[src/rtl/block_average_mosaic_assert.svh]
// Assertion macros for the block average mosaic
`ifndef BLOCK_AVERAGE_MOSAIC_ASSERT_SVH
`define BLOCK_AVERAGE_MOSAIC_ASSERT_SVH

// Same-cycle implication, off during reset
`define BAM_ASSERT_NOW(label, clk, rst_n, pre, post) \
    label: assert property (@(posedge clk) disable iff (!rst_n) (pre) |-> (post)) \
        else $error("bam assertion failed");

// Next-cycle implication, off during reset
`define BAM_ASSERT_NXT(label, clk, rst_n, pre, post) \
    label: assert property (@(posedge clk) disable iff (!rst_n) (pre) |=> (post)) \
        else $error("bam assertion failed");

`endif

[src/rtl/bam_pkg.sv]
package bam_pkg;

    localparam int NUM_LANES  = 3;
    localparam int COL_W      = 6;
    localparam int ROW_W      = 10;
    localparam int POS_W      = 10;
    localparam int DIM_W      = 11;
    localparam int BS_W       = 5;
    localparam int CH_W       = 8;
    localparam int SUM_W      = 16;
    localparam int CNT_W      = 9;
    localparam int CFG_IDX_W  = 2;
    localparam int CFG_DATA_W = 11;

    localparam logic [DIM_W-1:0] WIDTH_RST  = DIM_W'(100);
    localparam logic [DIM_W-1:0] HEIGHT_RST = DIM_W'(100);
    localparam logic [BS_W-1:0]  BSIZE_RST  = BS_W'(10);

    typedef enum logic [CFG_IDX_W-1:0] {
        CFG_REGION_WIDTH  = 2'd0,
        CFG_REGION_HEIGHT = 2'd1,
        CFG_BLOCK_SIZE    = 2'd2
    } t_cfg_idx;

    typedef logic [NUM_LANES-1:0][CH_W-1:0]  t_rgb_pix;
    typedef logic [NUM_LANES-1:0][SUM_W-1:0] t_rgb_sum;

    typedef struct packed {
        logic             restart;
        logic             emit;
        logic             done;
        logic [COL_W-1:0] col;
        logic [ROW_W-1:0] row;
        logic [BS_W-1:0]  bw;
        logic [BS_W-1:0]  bh;
    } t_pos_info;

    typedef struct packed {
        logic [COL_W-1:0] col;
        logic [ROW_W-1:0] row;
        logic             done;
    } t_meta;

    typedef struct packed {
        logic start;
        logic take;
    } t_lane_ctl;

    typedef struct packed {
        logic idle;
        logic done;
    } t_lane_sts;

endpackage

[src/rtl/bam_lane.sv]
module bam_lane (
    input  logic                        i_clk,
    input  logic                        i_rst_n,
    input  bam_pkg::t_lane_ctl          i_ctl,
    input  logic [bam_pkg::SUM_W-1:0]   i_dividend,
    input  logic [bam_pkg::CNT_W-1:0]   i_divisor,
    output bam_pkg::t_lane_sts          o_sts,
    output logic [bam_pkg::CH_W-1:0]    o_quot
);
    import bam_pkg::*;

    localparam int STEP_W = $clog2(SUM_W);

    typedef enum logic [2:0] {
        LN_IDLE = 3'b001,
        LN_BUSY = 3'b010,
        LN_DONE = 3'b100
    } t_lane_state;

    t_lane_state       r_state, n_state;
    logic [STEP_W-1:0] r_step,  n_step;
    logic [SUM_W-1:0]  r_quo,   n_quo;
    logic [CNT_W-1:0]  r_rem,   n_rem;
    logic [CNT_W-1:0]  r_den,   n_den;
    logic [CNT_W:0]    trial;

    always_comb begin
        n_state = r_state;
        n_step  = r_step;
        n_quo   = r_quo;
        n_rem   = r_rem;
        n_den   = r_den;
        trial   = {r_rem, r_quo[SUM_W-1]};
        unique case (r_state)
            LN_IDLE: begin
                if (i_ctl.start) begin
                    n_quo   = i_dividend;
                    n_rem   = '0;
                    n_den   = i_divisor;
                    n_step  = STEP_W'(SUM_W - 1);
                    n_state = LN_BUSY;
                end
            end
            LN_BUSY: begin
                if (trial >= {1'b0, r_den}) begin
                    n_rem = CNT_W'(trial - {1'b0, r_den});
                    n_quo = {r_quo[SUM_W-2:0], 1'b1};
                end else begin
                    n_rem = trial[CNT_W-1:0];
                    n_quo = {r_quo[SUM_W-2:0], 1'b0};
                end
                n_step = r_step - 1'b1;
                if (r_step == '0) begin
                    n_state = LN_DONE;
                end
            end
            LN_DONE: begin
                if (i_ctl.take) begin
                    n_state = LN_IDLE;
                end
            end
            default: begin
                n_state = LN_IDLE;
            end
        endcase
    end

    always_ff @(posedge i_clk) begin
        if (!i_rst_n) begin
            r_state <= LN_IDLE;
        end else begin
            r_state <= n_state;
        end
    end

    always_ff @(posedge i_clk) begin
        r_step <= n_step;
        r_quo  <= n_quo;
        r_rem  <= n_rem;
        r_den  <= n_den;
    end

    assign o_sts.idle = (r_state == LN_IDLE);
    assign o_sts.done = (r_state == LN_DONE);
    assign o_quot     = (|r_quo[SUM_W-1:CH_W]) ? {CH_W{1'b1}} : r_quo[CH_W-1:0];
endmodule

[config.mk]
export PLATFORM = sky130hd
export DESIGN_NAME = bam_lane
export DESIGN_NICKNAME = d
export VERILOG_FILES = /design/src/rtl/block_average_mosaic_assert.svh /design/src/rtl/bam_pkg.sv /design/src/rtl/bam_lane.sv
export SDC_FILE = /design/constraint.sdc
export NUM_CORES = 1
export LEC_CHECK = 0
export BUFFER_PORTS_ARGS = -buffer_cell sky130_fd_sc_hd__buf_2
export CORE_MARGIN = 1.5
export CORE_UTILIZATION = 60
export CTS_CLUSTER_DIAMETER = 30
export DETAILED_ROUTE_END_ITERATION = 16
export PLACE_DENSITY = 0.91
export SYNTH_ARGS = -nofsm -noshare
export SYNTH_HDL_FRONTEND = slang
export SYNTH_SLANG_ARGS = --single-unit
[constraint.sdc]
create_clock -name i_clk -period 6.1 [get_ports i_clk]
set_input_delay 0.915 -clock i_clk [delete_from_list [all_inputs] [get_ports i_clk]]
set_output_delay 0.915 -clock i_clk [all_outputs]
set_load 0.02 [all_outputs]
-- Yosys cells after proc, flatten, opt, wreduce, memory -nomap -nowiden
Cells that the tools add are included.
- flip-flop bits (word level): 41
- bits of input ports: 29
- output and inout port bits: 10
- $add $sub $neg: 2
- order comparisons: 1
- eq/ne operators: 6
- multiplexer cells: 13
- reductions and logical operators: 6
- operators by type and width (cell ; number):
    $pmux W16 S2 ; 1
    $mux W9 ; 2
    $pmux W9 S2 ; 1
    $mux W16 ; 1
    $ge A10 B9 Y1 ; 1
    $mux W3 ; 3
    $pmux W3 S3 ; 1
    $sub A9 B9 Y9 ; 1
    $mux W8 ; 1
    $pmux W4 S2 ; 1
    $reduce_or A8 Y1 ; 1
    $ne A2 B2 Y1 const B ; 3
    $logic_not A4 Y1 ; 1
    $mux W4 ; 1
    $reduce_and A2 Y1 ; 2
    $sub A4 B1 Y4 const B ; 1
    $eq A3 B1 Y1 const B ; 1
    $eq A3 B2 Y1 const B ; 1
    $eq A3 B3 Y1 const B ; 1
    $reduce_and A3 Y1 ; 1
    $reduce_bool A2 Y1 ; 1
    $mux W1 ; 1

-- Depth between registers and ports, before layout
Gate-level depths: netlist of the first run.
- depth after elaboration: 3
- depth in mapped cells: 10

-- Least setup slack after synthesis of the first run
Ideal clock, no wire load.
- path type: flip-flop to flip-flop
- from: register r_quo[15]
- to: register r_rem[4] (data pin)
- arrival: 2033 ps
- setup slack: 3802 ps
- cell stages (with the launch flop): 11
- cell sequence: edfxtp_1 inv_1 ha_1 inv_1 fa_1 a21o_1 a221oi_4 a31oi_4 buf_6 mux2i_1 nor2_1
- word-level cells in the longest chain between the ends: 3
- RTL lines (item ; RTL line ; text):
    start: declaration ; bam_lane.sv:22 ; logic [SUM_W-1:0] r_quo, n_quo;
    start signal: assignment ; bam_lane.sv:78 ; r_quo <= n_quo;
    $sub A9 B9 Y9 or $ge A10 B9 Y1 (tied branches) ; bam_lane.sv:46, bam_lane.sv:45 ;
    $mux W9 * ; bam_lane.sv:45 ; if (trial >= {1'b0, r_den}) begin
    $pmux W9 S2 * ; bam_lane.sv:34 ; unique case (r_state)
    end signal: assignment ; bam_lane.sv:79 ; r_rem <= n_rem;
    end: declaration ; bam_lane.sv:23 ; logic [CNT_W-1:0] r_rem, n_rem;
Every way passes the cells marked *; elsewhere a longest branch is shown, timed or not.
A chain may end at the register's enable or synchronous reset.

-- Worst setup path after layout of the first run
- from: register r_quo[13]
- to: output port o_quot[7] (netlist name)
- word-level cells in the longest chain between the ends: 2
- RTL lines (item ; RTL line ; text):
    $reduce_or A8 Y1 ; bam_lane.sv:85 ; assign o_quot = (|r_quo[SUM_W-1:CH_W]) ? {CH_W{1'b1}} : r_quo[CH_W-1:0];
    $mux W8 ; bam_lane.sv:85 ;
    end: declaration ; bam_lane.sv:8 ; output logic [bam_pkg::CH_W-1:0] o_quot
No other way between the ends.

==> key figures, run 1 <==
Outcome
  • Status: completed

CTS
  • Clock Sink Count: 41
  • Hold buffer count at cts: 0
  • Worst skew pair latency: 0.30 ns
  • Clk pin slew, worst setup/hold paths: 0.08 ns
  • Post-CTS Resized: 0
  • CTS H-tree depth: 2
  • Clock Path Buffers: 2
  • CTS Buf Count: 5
  • # Post-CTS Setup Buffers: 0
  • Clk root buf: clkbuf_8
  • CTS tree: yes

Global route
  • Largest net degree at the start of global routing: 30
  • GRT overflow: 0
  • Global-route wire length before repair: 7270 um
  • Total track usage: 0.230
  • Initial antenna violation count: 0
  • Vias in the first global route: 1621

Power
  • VDD IR max: 0.168 mV
  • Sw frac: 0.277
  • Pint: 0.460 mW
  • Clock power frac: 0.272
  • Net Sw Power: 0.176 mW
  • Flop pwr share: 0.537
  • Pwr Density: 245 nW/um^2
  • Leakage power: 1.11 nW
  • Comb power frac: 0.191

Route
  • Vias per cell: 5.35
  • Via Count: 1649
  • DRC errors left: 0
  • WL per Instance: 13.6 um
  • Drt pass-1 iters: 4
  • Initial DRC count: 120
  • Final wirelength: 4200 um
  • Post-route ant nets: 0

Yosys
  • EDFF count, synth: 38
  • Asr flop ratio synth: 0
  • Warnings from Yosys: 0
  • Synth Net Count: 259
  • Netlist Area Pre-Place: 2280 um^2
  • Syn_area_per_cell: 10.4 um^2
  • #FFs+latches synth: 41
  • Post-synthesis sequential area ratio: 0.526
  • Number of cells produced by synthesis: 219
  • Primary FF master, synth: edfxtp_1
  • Netlist cell types: 41

Worst setup path
  • Crit path buf inv count: 1
  • Max stage delay cell, worst path: edfxtp_1
  • WP data required: 5.18 ns
  • Critical Path Fanout Max: 8
  • Startpoint Class: flop
  • Critical setup path kind: reg2out
  • Delay-heaviest family, CP: simple AND/OR/NAND/NOR gates
  • Crit end category: primary output
  • Crit-path cells: nor4_1 -> nand2_1 -> or2_2 -> buf_2
  • Arrival time worst endpoint: 1.70 ns
  • Crit path largest cell delay: 0.39 ns

Place
  • Post-DP Area: 2510 um^2
  • Post-Place Setup Slack: 3.61 ns
  • Post-DP HPWL: 3020 um
  • GP Congestion: 0.771
  • Port Buffers: 38
  • Placed cell count: 300

Cells and area
  • Area Overhead vs Synth: 13.6%
  • Commonest non-fill, non-tap cell in the layout: nand2_1
  • Layout cells sized above 1: 0.246
  • Finished layout cell area: 2590 um^2
  • Most frequent cells in the layout: nand2_1, buf_2, edfxtp_1
  • Final cell count without fillers: 308
  • ANT cells: 0
  • Nets: 299

Timing
  • Final Max Tran Viols: 0
  • Clock skew: 0.00497 ns
  • RSZ-0062 raised after global routing: no
  • Setup ws final: 3.48 ns
  • Final TNS setup: 0 ns
  • Slew Limit Headroom: 0.302
  • Achievable Freq: 382 MHz
  • Period utilisation layout: 0.429
  • Worst-margin pin slew: 1.05 ns
  • Hold Slack: 0.539 ns
  • Final hold violations: 0
  • Min cycle time layout: 2.62 ns
  • Final setup vio count: 0

Floorplan
  • Die X: 64.7 um
  • Die footprint: 4180 um^2
  • Core area: 3660 um^2
  • Die H: 64.7 um
  • Top-Level Pins: 39
  • Num rows: 22
  • Starting Density: 0.624

Min path
  • Hold crit path type: reg2reg

Flow run
  • Max-cap violation count: 0
==> power groups by stage <==
| stage | combinational [mW] | sequential, mW | clock [mW] |
|---|---|---|---|
| finish | 0.122 | 0.342 | 0.173 |
| floorplan | 0.0949 | 0.345 | 0 |
| detailed placement | 0.120 | 0.348 | 0 |
| CTS | 0.122 | 0.342 | 0.175 |
| global route | 0.135 | 0.344 | 0.186 |
| global placement | 0.115 | 0.347 | 0 |
==> layout make-up <==
type	count	area (um^2)
fill	283	1070
clock buffer	5	68.8
inverter	19	71.3
multi-input combinational	153	977
timing repair buffer	39	198
tap	48	60.1
sequential	41	1200
clock inverter	3	17.5
==> per-stage QoR <==
stage / total power, mW / util
2_1_floorplan: 0.440 / -
3_3_place_gp: 0.463 / 0.685
3_5_place_dp: 0.469 / 0.685
4_1_cts: 0.639 / 0.708
5_1_grt: 0.665 / 0.708
6_report: 0.636 / 0.708
==> state kept, by name (all words and copies together) (netlist names) <==
| register | count |
|---|---|
| r_rem | 9 |
| r_quo | 16 |
| r_den | 9 |
| r_step | 4 |
| r_state | 3 |
==> cell families after synthesis <==
group | count (synthesis) | share of synthesized area
buffers and inverters | 25 | 0.0460
multiplexers | 4 | 0.0175
flip-flops | 41 | 0.526
XOR/XNOR | 5 | 0.0192
adder cells (fa/ha/maj) | 11 | 0.0636
AO/OA/AOI/OAI | 29 | 0.118
AND/OR/NAND/NOR | 104 | 0.210
==> Yosys cell counts, types with 2 or more instances <==
master,instances,area (um^2)
ha_1,10,125
o211a_1,2,20.0
or2_2,9,56.3
nor3_1,3,15.0
a211oi_2,3,37.5
nor2_1,12,45.0
or3_1,2,12.5
a21o_1,3,22.5
nand2_1,62,233
or2_0,2,12.5
nor4_1,2,12.5
o2111ai_1,2,17.5
edfxtp_1,38,1140
a21oi_1,5,25.0
xnor2_1,5,43.8
o21ai_0,5,25.0
nand3_1,3,15.0
nand2b_1,2,12.5
inv_1,19,71.3
clkbuf_1,4,15.0
mux2i_1,4,40.0
dfxtp_1,3,60.1
==> worst paths after layout <==
| kind | slack, ns | endpoint | from | cells after the start |
|---|---|---|---|---|
| max | 3.48 | o_quot[7] | r_quo[13] | 4 |
| min | 0.54 | r_quo[3] | r_quo[2] | 2 |
| max reg2reg | 3.57 | r_rem[7] | r_quo[15] | 9 |
| min reg2reg | 0.54 | r_quo[3] | r_quo[2] | 2 |
==> worst min-delay path, delay by kind of cell, from the launching register on <==
family	cells	cell delay, ns
flops	1	0.35
simple gates	2	0.09
==> layer usage <==
metal | GRT usage | up-vias | share of wire
li1 | - | 833 | -
met1 | 0.282 | 777 | 0.44
met2 | 0.409 | 32 | 0.51
met3 | 0.0503 | 7 | 0.035
met4 | 0.0638 | 0 | 0.011
met5 | 0 | - | 0
No activity file was read; power rests on OpenSTA's default activity.
==> run 2, diff against run 1 <==
Settings changed: ABC_AREA from default to 1, CORE_UTILIZATION 60 to 56, PLACE_DENSITY 0.91 to 0.86.
Clock period 6.1 ns to 2.49 ns, I/O delays scaled along.
==> run 2 against run 1 <==
- design area up 3.3%
- hold slack got worse by 0.28 ns
- synthesized cell count up 25%
- clock power grew to 2.7 times the previous value
- sequential cell count unchanged
- wire length grew 2.8%
- via count rose by 11%
- largest cell class unchanged
- largest power group unchanged
==> key figures, run 2 <==
Outcome
  • Status: completed (unchanged)

Global route
  • Vias in the first global route: 1654 (was 1621)
  • Total track usage: 0.211 (was 0.230)
  • Global-route wire length before repair: 7130 um (was 7270 um)
  • GRT overflow: 0 (unchanged)
  • Largest net degree at the start of global routing: 35 (was 30)
  • Initial antenna violation count: 0 (unchanged)

Yosys
  • EDFF count, synth: 38 (unchanged)
  • Warnings from Yosys: 0 (unchanged)
  • Yosys top cell by area: edfxtp_1 (unchanged)
  • Number of cells produced by synthesis: 273 (was 219)
  • Post-synthesis sequential area ratio: 0.515 (was 0.526)
  • Most common cell in the netlist: nand2_1 (unchanged)
  • Commonest cells post-synth: nand2_1, inv_1, edfxtp_1, nor2_1, o21ai_0 (was nand2_1, edfxtp_1, inv_1, nor2_1, ha_1)
  • Synth top area share: 0.490 (was 0.500)
  • Synth Net Count: 313 (was 259)
  • Synth top area cells: edfxtp_1, nand2_1, inv_1 (was edfxtp_1, nand2_1, ha_1)
  • Netlist cell types: 28 (was 41)
  • Netlist Area Pre-Place: 2330 um^2 (was 2280 um^2)
  • #FFs+latches synth: 41 (unchanged)
  • Primary FF master, synth: edfxtp_1 (unchanged)
  • Syn_area_per_cell: 8.54 um^2 (was 10.4 um^2)
  • Asr flop ratio synth: 0 (unchanged)

CTS
  • Post-CTS Resized: 0 (unchanged)
  • Worst skew pair latency: 0.29 ns (was 0.30 ns)
  • Clock Sink Count: 41 (unchanged)
  • Clock Path Buffers: 2 (unchanged)
  • CTS H-tree depth: 2 (unchanged)
  • CTS tree: yes (unchanged)
  • Clk pin slew, worst setup/hold paths: 0.08 ns (about the same)
  • # Post-CTS Setup Buffers: 0 (unchanged)
  • Clk root buf: clkbuf_8 (unchanged)
  • Hold buffer count at cts: 0 (unchanged)
  • CTS Buf Count: 5 (unchanged)

Timing
  • Achievable Freq: 475 MHz
  • Final hold violations: 0 (unchanged)
  • Final setup vio count: 0 (unchanged)
  • Final TNS setup: 0 ns (unchanged)
  • Hold Slack: 0.258 ns (was 0.539 ns)
  • Final Max Tran Viols: 0 (unchanged)
  • Worst-margin pin slew: 0.348 ns (was 1.05 ns)
  • Slew Limit Headroom: 0.768 (was 0.302)
  • Clock skew: 0.00702 ns (was 0.00497 ns)
  • Min cycle time layout: 2.10 ns
  • RSZ-0062 raised after global routing: no (unchanged)
  • Setup ws final: 0.387 ns (was 3.48 ns)
  • Period utilisation layout: 0.845

Floorplan
  • Die X: 67.5 um (was 64.7 um)
  • Num rows: 23 (was 22)
  • Die H: 67.5 um (was 64.7 um)
  • Core area: 4000 um^2 (was 3660 um^2)
  • Top-Level Pins: 39 (unchanged)
  • Starting Density: 0.583 (was 0.624)
  • Die footprint: 4560 um^2 (was 4180 um^2)

Worst setup path
  • R2R Path End: r_quo[0] (was r_rem[7])
  • Crit path largest cell delay: 0.41 ns (was 0.39 ns)
  • Crit-path cells: inv_1 -> ha_1 -> inv_1 -> fa_1 -> nand2_1 -> nand2_1 -> nand3_2 -> nand2_2 -> nand2_2 -> nand2_4 -> inv_1 -> o21ai_0 (was nor4_1 -> nand2_1 -> or2_2 -> buf_2)
  • Critical setup path kind: reg2reg (was reg2out)
  • FF-to-FF path depth: 12 (was 9)
  • Crit end category: flop (was primary output)
  • Crit path buf inv count: 3 (was 1)
  • Worst path depth: 12 (was 4)
  • Delay-heaviest family, CP: adder cells (was simple AND/OR/NAND/NOR gates)
  • Critical path origin: r_quo[15] (was r_quo[13])
  • Startpoint Class: flop (unchanged)
  • Critical Path Fanout Max: 15 (was 8)
  • Most common cell on crit path: inv_1
  • Reg2reg setup slack: 0.39 ns (was 3.57 ns)
  • Critical Path Sink: r_quo[0] (was o_quot[7])
  • Arrival time worst endpoint: 2.13 ns (was 1.70 ns)
  • Origin of the critical flop-to-flop path: r_quo[15] (unchanged)
  • WP data required: 2.52 ns (was 5.18 ns)
  • Max stage delay cell, worst path: fa_1 (was edfxtp_1)

Cells and area
  • Nets: 357 (was 299)
  • ANT cells: 0 (unchanged)
  • Layout cells sized above 1: 0.195 (was 0.246)
  • Reg with most FFs: r_quo (unchanged)
  • Most frequent cells in the layout: nand2_1, inv_1, buf_2, edfxtp_1, nor2_1 (was nand2_1, buf_2, edfxtp_1)
  • Largest register FFs: 16 (unchanged)
  • Top Registers: r_quo: 16 flops, r_den: 9 flops, r_rem: 9 flops (unchanged)
  • Commonest non-fill, non-tap cell in the layout: nand2_1 (unchanged)
  • Final cell count without fillers: 368 (was 308)
  • Area Overhead vs Synth: 15.0% (was 13.6%)
  • Fill cells: 329 (was 283)

Route
  • WL per Instance: 11.7 um (was 13.6 um)
  • Final wirelength: 4310 um (was 4200 um)
  • Post-route ant nets: 0 (unchanged)
  • Drt pass-1 iters: 4 (unchanged)
  • Vias per cell: 4.99 (was 5.35)
  • DRC errors left: 0 (unchanged)
  • Initial DRC count: 96 (was 120)
  • Via Count: 1835 (was 1649)

Place
  • Port Buffers: 38 (unchanged)
  • Post-DP HPWL: 3270 um (was 3020 um)
  • Placed cell count: 360 (was 300)
  • Post-Place Setup Slack: 0.384 ns (was 3.61 ns)
  • GP Congestion: 0.965 (was 0.771)

Min path
  • Hold crit path type: in2reg (was reg2reg)
  • Hold path cells: 1 (was 2)

Power
  • Leakage power: 1.31 nW (was 1.11 nW)
  • VDD IR max: 0.429 mV (was 0.168 mV)
  • Pwr Density: 662 nW/um^2 (was 245 nW/um^2)
  • Power Total: 1.77 mW (was 0.636 mW)

Flow run
  • Max-cap violation count: 0 (unchanged)
run 2: worst min path at each step:
| stage | start | slack (ns) | endpoint |
|---|---|---|---|
| after floorplan | i_rst_n | 0.47 | r_state[2] |
| after global placement | r_step[0] | 0.55 | r_step[0] |
| after detailed placement | r_step[0] | 0.55 | r_step[0] |
| after CTS | i_divisor[8] | 0.26 | r_den[8] |
| after global routing | i_divisor[5] | 0.25 | r_den[5] |
| final | i_divisor[8] | 0.26 | r_den[8] |
run 2: kinds of logic (layout without fill, tap and decap cells):
kind of cell,after synthesis,after routing,synth area share
flops,41,41,0.515
fa+ha+maj,11,11,0.0623
simple gates,137,137,0.256
xor+xnor,3,3,0.0113
buf+inv,58,103,0.102
compound gates,23,23,0.0531
run 2: area by class of cell:
type                       instances  area [um^2]  area share
clock buffer                       7         96.3      0.0359
timing repair buffer              43          228      0.0850
tap                               50         62.6      0.0233
inverter                          52          195      0.0728
sequential                        41         1200       0.448
multi-input combinational        174          892       0.333
clock inverter                     1         5.00     0.00187
run 2: through the flow:
step | utilization | cell area [um^2]
3_5_place_dp | 0.645 | 2580
3_3_place_gp | 0.645 | 2580
2_1_floorplan | - | 2330
4_1_cts | 0.670 | 2680
6_report | 0.670 | 2680
5_1_grt | 0.670 | 2680
run 2: power by group:
part / leakage [nW] / total (mW) / internal (mW) / switching (mW)
logic: 0.875 / 0.431 / 0.153 / 0.278
clock network: 0.0542 / 0.468 / 0.250 / 0.217
registers: 0.378 / 0.875 / 0.843 / 0.0318
run 2: worst reg2reg max path: cells and delay by family, from the launching register on:
family / cells / cell delay (ns)
adders and majority gates: 2 / 0.55
and+or+nand+nor: 6 / 0.53
buffers and inverters: 3 / 0.29
DFF: 1 / 0.38
AOI/OAI and AO/OA: 1 / 0.09
run 2: per-layer routing:
| metal | share of wire | GRT usage | vias up |
|---|---|---|---|
| met5 | 0 | 0 | - |
| met4 | 0.010 | 0.0791 | 0 |
| met3 | 0.040 | 0.0350 | 5 |
| met2 | 0.49 | 0.328 | 41 |
| met1 | 0.46 | 0.296 | 837 |
| li1 | - | - | 952 |
==> run 3, diff against run 2 <==
Settings changed: CORE_UTILIZATION 56 to 50, PLACE_DENSITY 0.86 to 0.82.
Clock period 2.49 ns to 1.81 ns, I/O delays scaled along.
==> run 3 against run 2 <==
- the run now ends with negative setup slack left
- combinational power is 66% higher
- worst setup slack worse by 0.52 ns
- via count is 2.2% higher
- count of clock-buffer cells in the layout stayed put
- cell count is 3.5% higher
- critical path depth is 1 higher
- critical path type unchanged
- critical endpoint is now r_rem[3]
==> key figures, run 3 (synthesis gave the netlist of run 2 again) <==
CTS
  • Clk root buf: clkbuf_8 (unchanged)
  • CTS H-tree depth: 2 (unchanged)
  • Clk pin slew, worst setup/hold paths: 0.08 ns (about the same)
  • Clock Path Buffers: 2 (unchanged)
  • CTS Buf Count: 5 (unchanged)
  • Clock Sink Count: 41 (unchanged)
  • CTS tree: yes (unchanged)
  • Worst skew pair latency: 0.30 ns (was 0.29 ns)

Floorplan
  • Num rows: 24 (was 23)
  • Starting Density: 0.528 (was 0.583)
  • Top-Level Pins: 39 (unchanged)
  • Die H: 71.3 um (was 67.5 um)
  • Core area: 4410 um^2 (was 4000 um^2)
  • Die X: 71.3 um (was 67.5 um)
  • Die footprint: 5080 um^2 (was 4560 um^2)

Cells and area
  • Largest register FFs: 16 (unchanged)
  • Finished layout cell area: 2900 um^2 (was 2680 um^2)
  • Top Registers: r_quo: 16 flops, r_den: 9 flops, r_rem: 9 flops (unchanged)
  • Layout cells sized above 1: 0.280 (was 0.195)
  • Most frequent cells in the layout: nand2_1, inv_1, edfxtp_1 (was nand2_1, inv_1, buf_2, edfxtp_1, nor2_1)
  • Reg with most FFs: r_quo (unchanged)
  • Nets: 368 (was 357)
  • ANT cells: 0 (unchanged)
  • Commonest non-fill, non-tap cell in the layout: nand2_1 (unchanged)
  • Area Overhead vs Synth: 24.2% (was 15.0%)

Timing
  • Worst-margin pin slew: 0.324 ns (was 0.348 ns)
  • Setup ws final: -0.132 ns (was 0.387 ns)
  • Hold Slack: 0.145 ns (was 0.258 ns)
  • Period utilisation layout: 1.07 (was 0.845)
  • Final setup vio count: 18 (was 0)
  • Final hold violations: 0 (unchanged)
  • Clock skew: 0.00790 ns (was 0.00702 ns)
  • Slew Limit Headroom: 0.784 (was 0.768)
  • RSZ-0062 raised after global routing: yes (was no)
  • Min cycle time layout: 1.94 ns (was 2.10 ns)
  • Final Max Tran Viols: 0 (unchanged)
  • Achievable Freq: 515 MHz (was 475 MHz)

Global route
  • GRT overflow: 0 (unchanged)
  • Total track usage: 0.202 (was 0.211)
  • Largest net degree at the start of global routing: 31 (was 35)
  • Vias in the first global route: 1885 (was 1654)
  • Global-route wire length before repair: 7970 um (was 7130 um)
  • Initial antenna violation count: 0 (unchanged)

Min path
  • Hold crit path type: in2reg (unchanged)

Worst setup path
  • Critical Path Sink: r_rem[3] (was r_quo[0])
  • Critical setup path kind: reg2reg (unchanged)
  • Reg2reg setup slack: -0.13 ns (was 0.39 ns)
  • Critical Path Fanout Max: 3 (was 15)
  • Arrival time worst endpoint: 2.00 ns (was 2.13 ns)
  • WP data required: 1.87 ns (was 2.52 ns)
  • Critical path origin: r_quo[15] (unchanged)
  • Startpoint Class: flop (unchanged)
  • Crit end category: flop (unchanged)
  • R2R Path End: r_rem[3] (was r_quo[0])
  • Origin of the critical flop-to-flop path: r_quo[15] (unchanged)
  • FF-to-FF path depth: 13 (was 12)

Place
  • Port Buffers: 38 (unchanged)
  • Post-DP Area: 2670 um^2 (was 2580 um^2)
  • GP Congestion: 0.923 (was 0.965)
  • Post-DP HPWL: 3370 um (was 3270 um)

Route
  • Post-route ant nets: 0 (unchanged)
  • Drt pass-1 iters: 4 (unchanged)
  • DRC errors left: 0 (unchanged)
  • WL per Instance: 12.5 um (was 11.7 um)
  • Via Count: 1876 (was 1835)
  • Initial DRC count: 66 (was 96)
  • Vias per cell: 4.92 (was 4.99)
  • Final wirelength: 4770 um (was 4310 um)

Power
  • Leakage power: 1.40 nW (was 1.31 nW)
  • Pwr Density: 861 nW/um^2 (was 662 nW/um^2)
  • VDD IR max: 0.537 mV (was 0.429 mV)

Outcome
  • Status: finished, violations left (was completed)
  • Failing checks: negative setup slack

Flow run
  • Max-cap violation count: 0 (unchanged)
==> run 3: changes by cell type in the layout (fill, tap and decap cells not counted), moves of 2 or more <==
cell / delta
buf_2: -8
nand2_2: +5
inv_1: -3
inv_2: +2
buf_6: +10
nand2_1: -6
nor2_2: +7
buf_4: +8
clkbuf_8: -2
clkbuf_1: +2
nor2_1: -8
==> run 3: final cells by class <==
type / count / area (um^2)
well taps: 52 / 65.1
fillers: 342 / 1520
clock inverters: 1 / 5.00
multi-input cells: 174 / 970
flip-flops and latches: 41 / 1200
inverters: 52 / 198
repair buffers: 54 / 380
clock buffers: 7 / 76.3
==> run 3: worst min path at each step <==
stage                       startpoint    endpoint  slack [ns]  cells past startpoint
after detailed placement  i_divisor[4]    r_den[4]        0.45                      1
after global placement    i_divisor[4]    r_den[4]        0.45                      1
after global routing      i_divisor[6]    r_den[6]        0.14                      1
final                     i_divisor[2]    r_den[2]        0.15                      1
after CTS                 i_divisor[2]    r_den[2]        0.14                      1
after floorplan                i_rst_n  r_state[2]        0.37                      2
==> run 3: per-layer routing <==
metal | track usage | up-vias | share of wire
li1 | - | 971 | -
met1 | 0.255 | 849 | 0.44
met2 | 0.341 | 48 | 0.50
met3 | 0.0295 | 8 | 0.042
met4 | 0.0985 | 0 | 0.017
met5 | 0 | - | 0
==> run 3: repair_timing <==
item                       4_1_cts  5_1_grt
setup buffers                    2        0
pin swaps                        5        3
hold buffers                     0        0
gates cloned                     0        0
setup endpoints to repair       18       18
gates resized for setup         25       15
==> run 3: critical path, cell delays in order, from the launching register on <==
cell and delay, ns:
edfxtp_1 0.40, inv_2 0.11, ha_4 0.13, inv_2 0.04, fa_2 0.34, nand2_2 0.07, nand2_2 0.06, nand3_2 0.08
nand2_2 0.07, nand2_4 0.10, buf_6 0.11, nand3b_1 0.08, nand2_1 0.08, nor2_1 0.04
==> run 3: where the power goes <==
group | switching (mW) | internal [mW]
registers | 0.0464 | 1.16
clock network | 0.298 | 0.270
logic | 0.432 | 0.284
total | 0.777 | 1.71
==> run 3: stage by stage <==
| step | util | setup slack, ns | TNS [ns] | instances | power (mW) |
|---|---|---|---|---|---|
| CTS | 0.646 | -0.139 | -2.04 | 381 | 2.48 |
| global placement | 0.605 | -0.0762 | -0.424 | 371 | 1.85 |
| floorplan | - | -0.0810 | -0.564 | 273 | 1.67 |
| finish | 0.656 | -0.132 | -1.84 | 381 | 2.49 |
| detailed placement | 0.605 | -0.178 | -1.20 | 371 | 1.87 |
| global route | 0.656 | -0.231 | -3.78 | 381 | 2.64 |
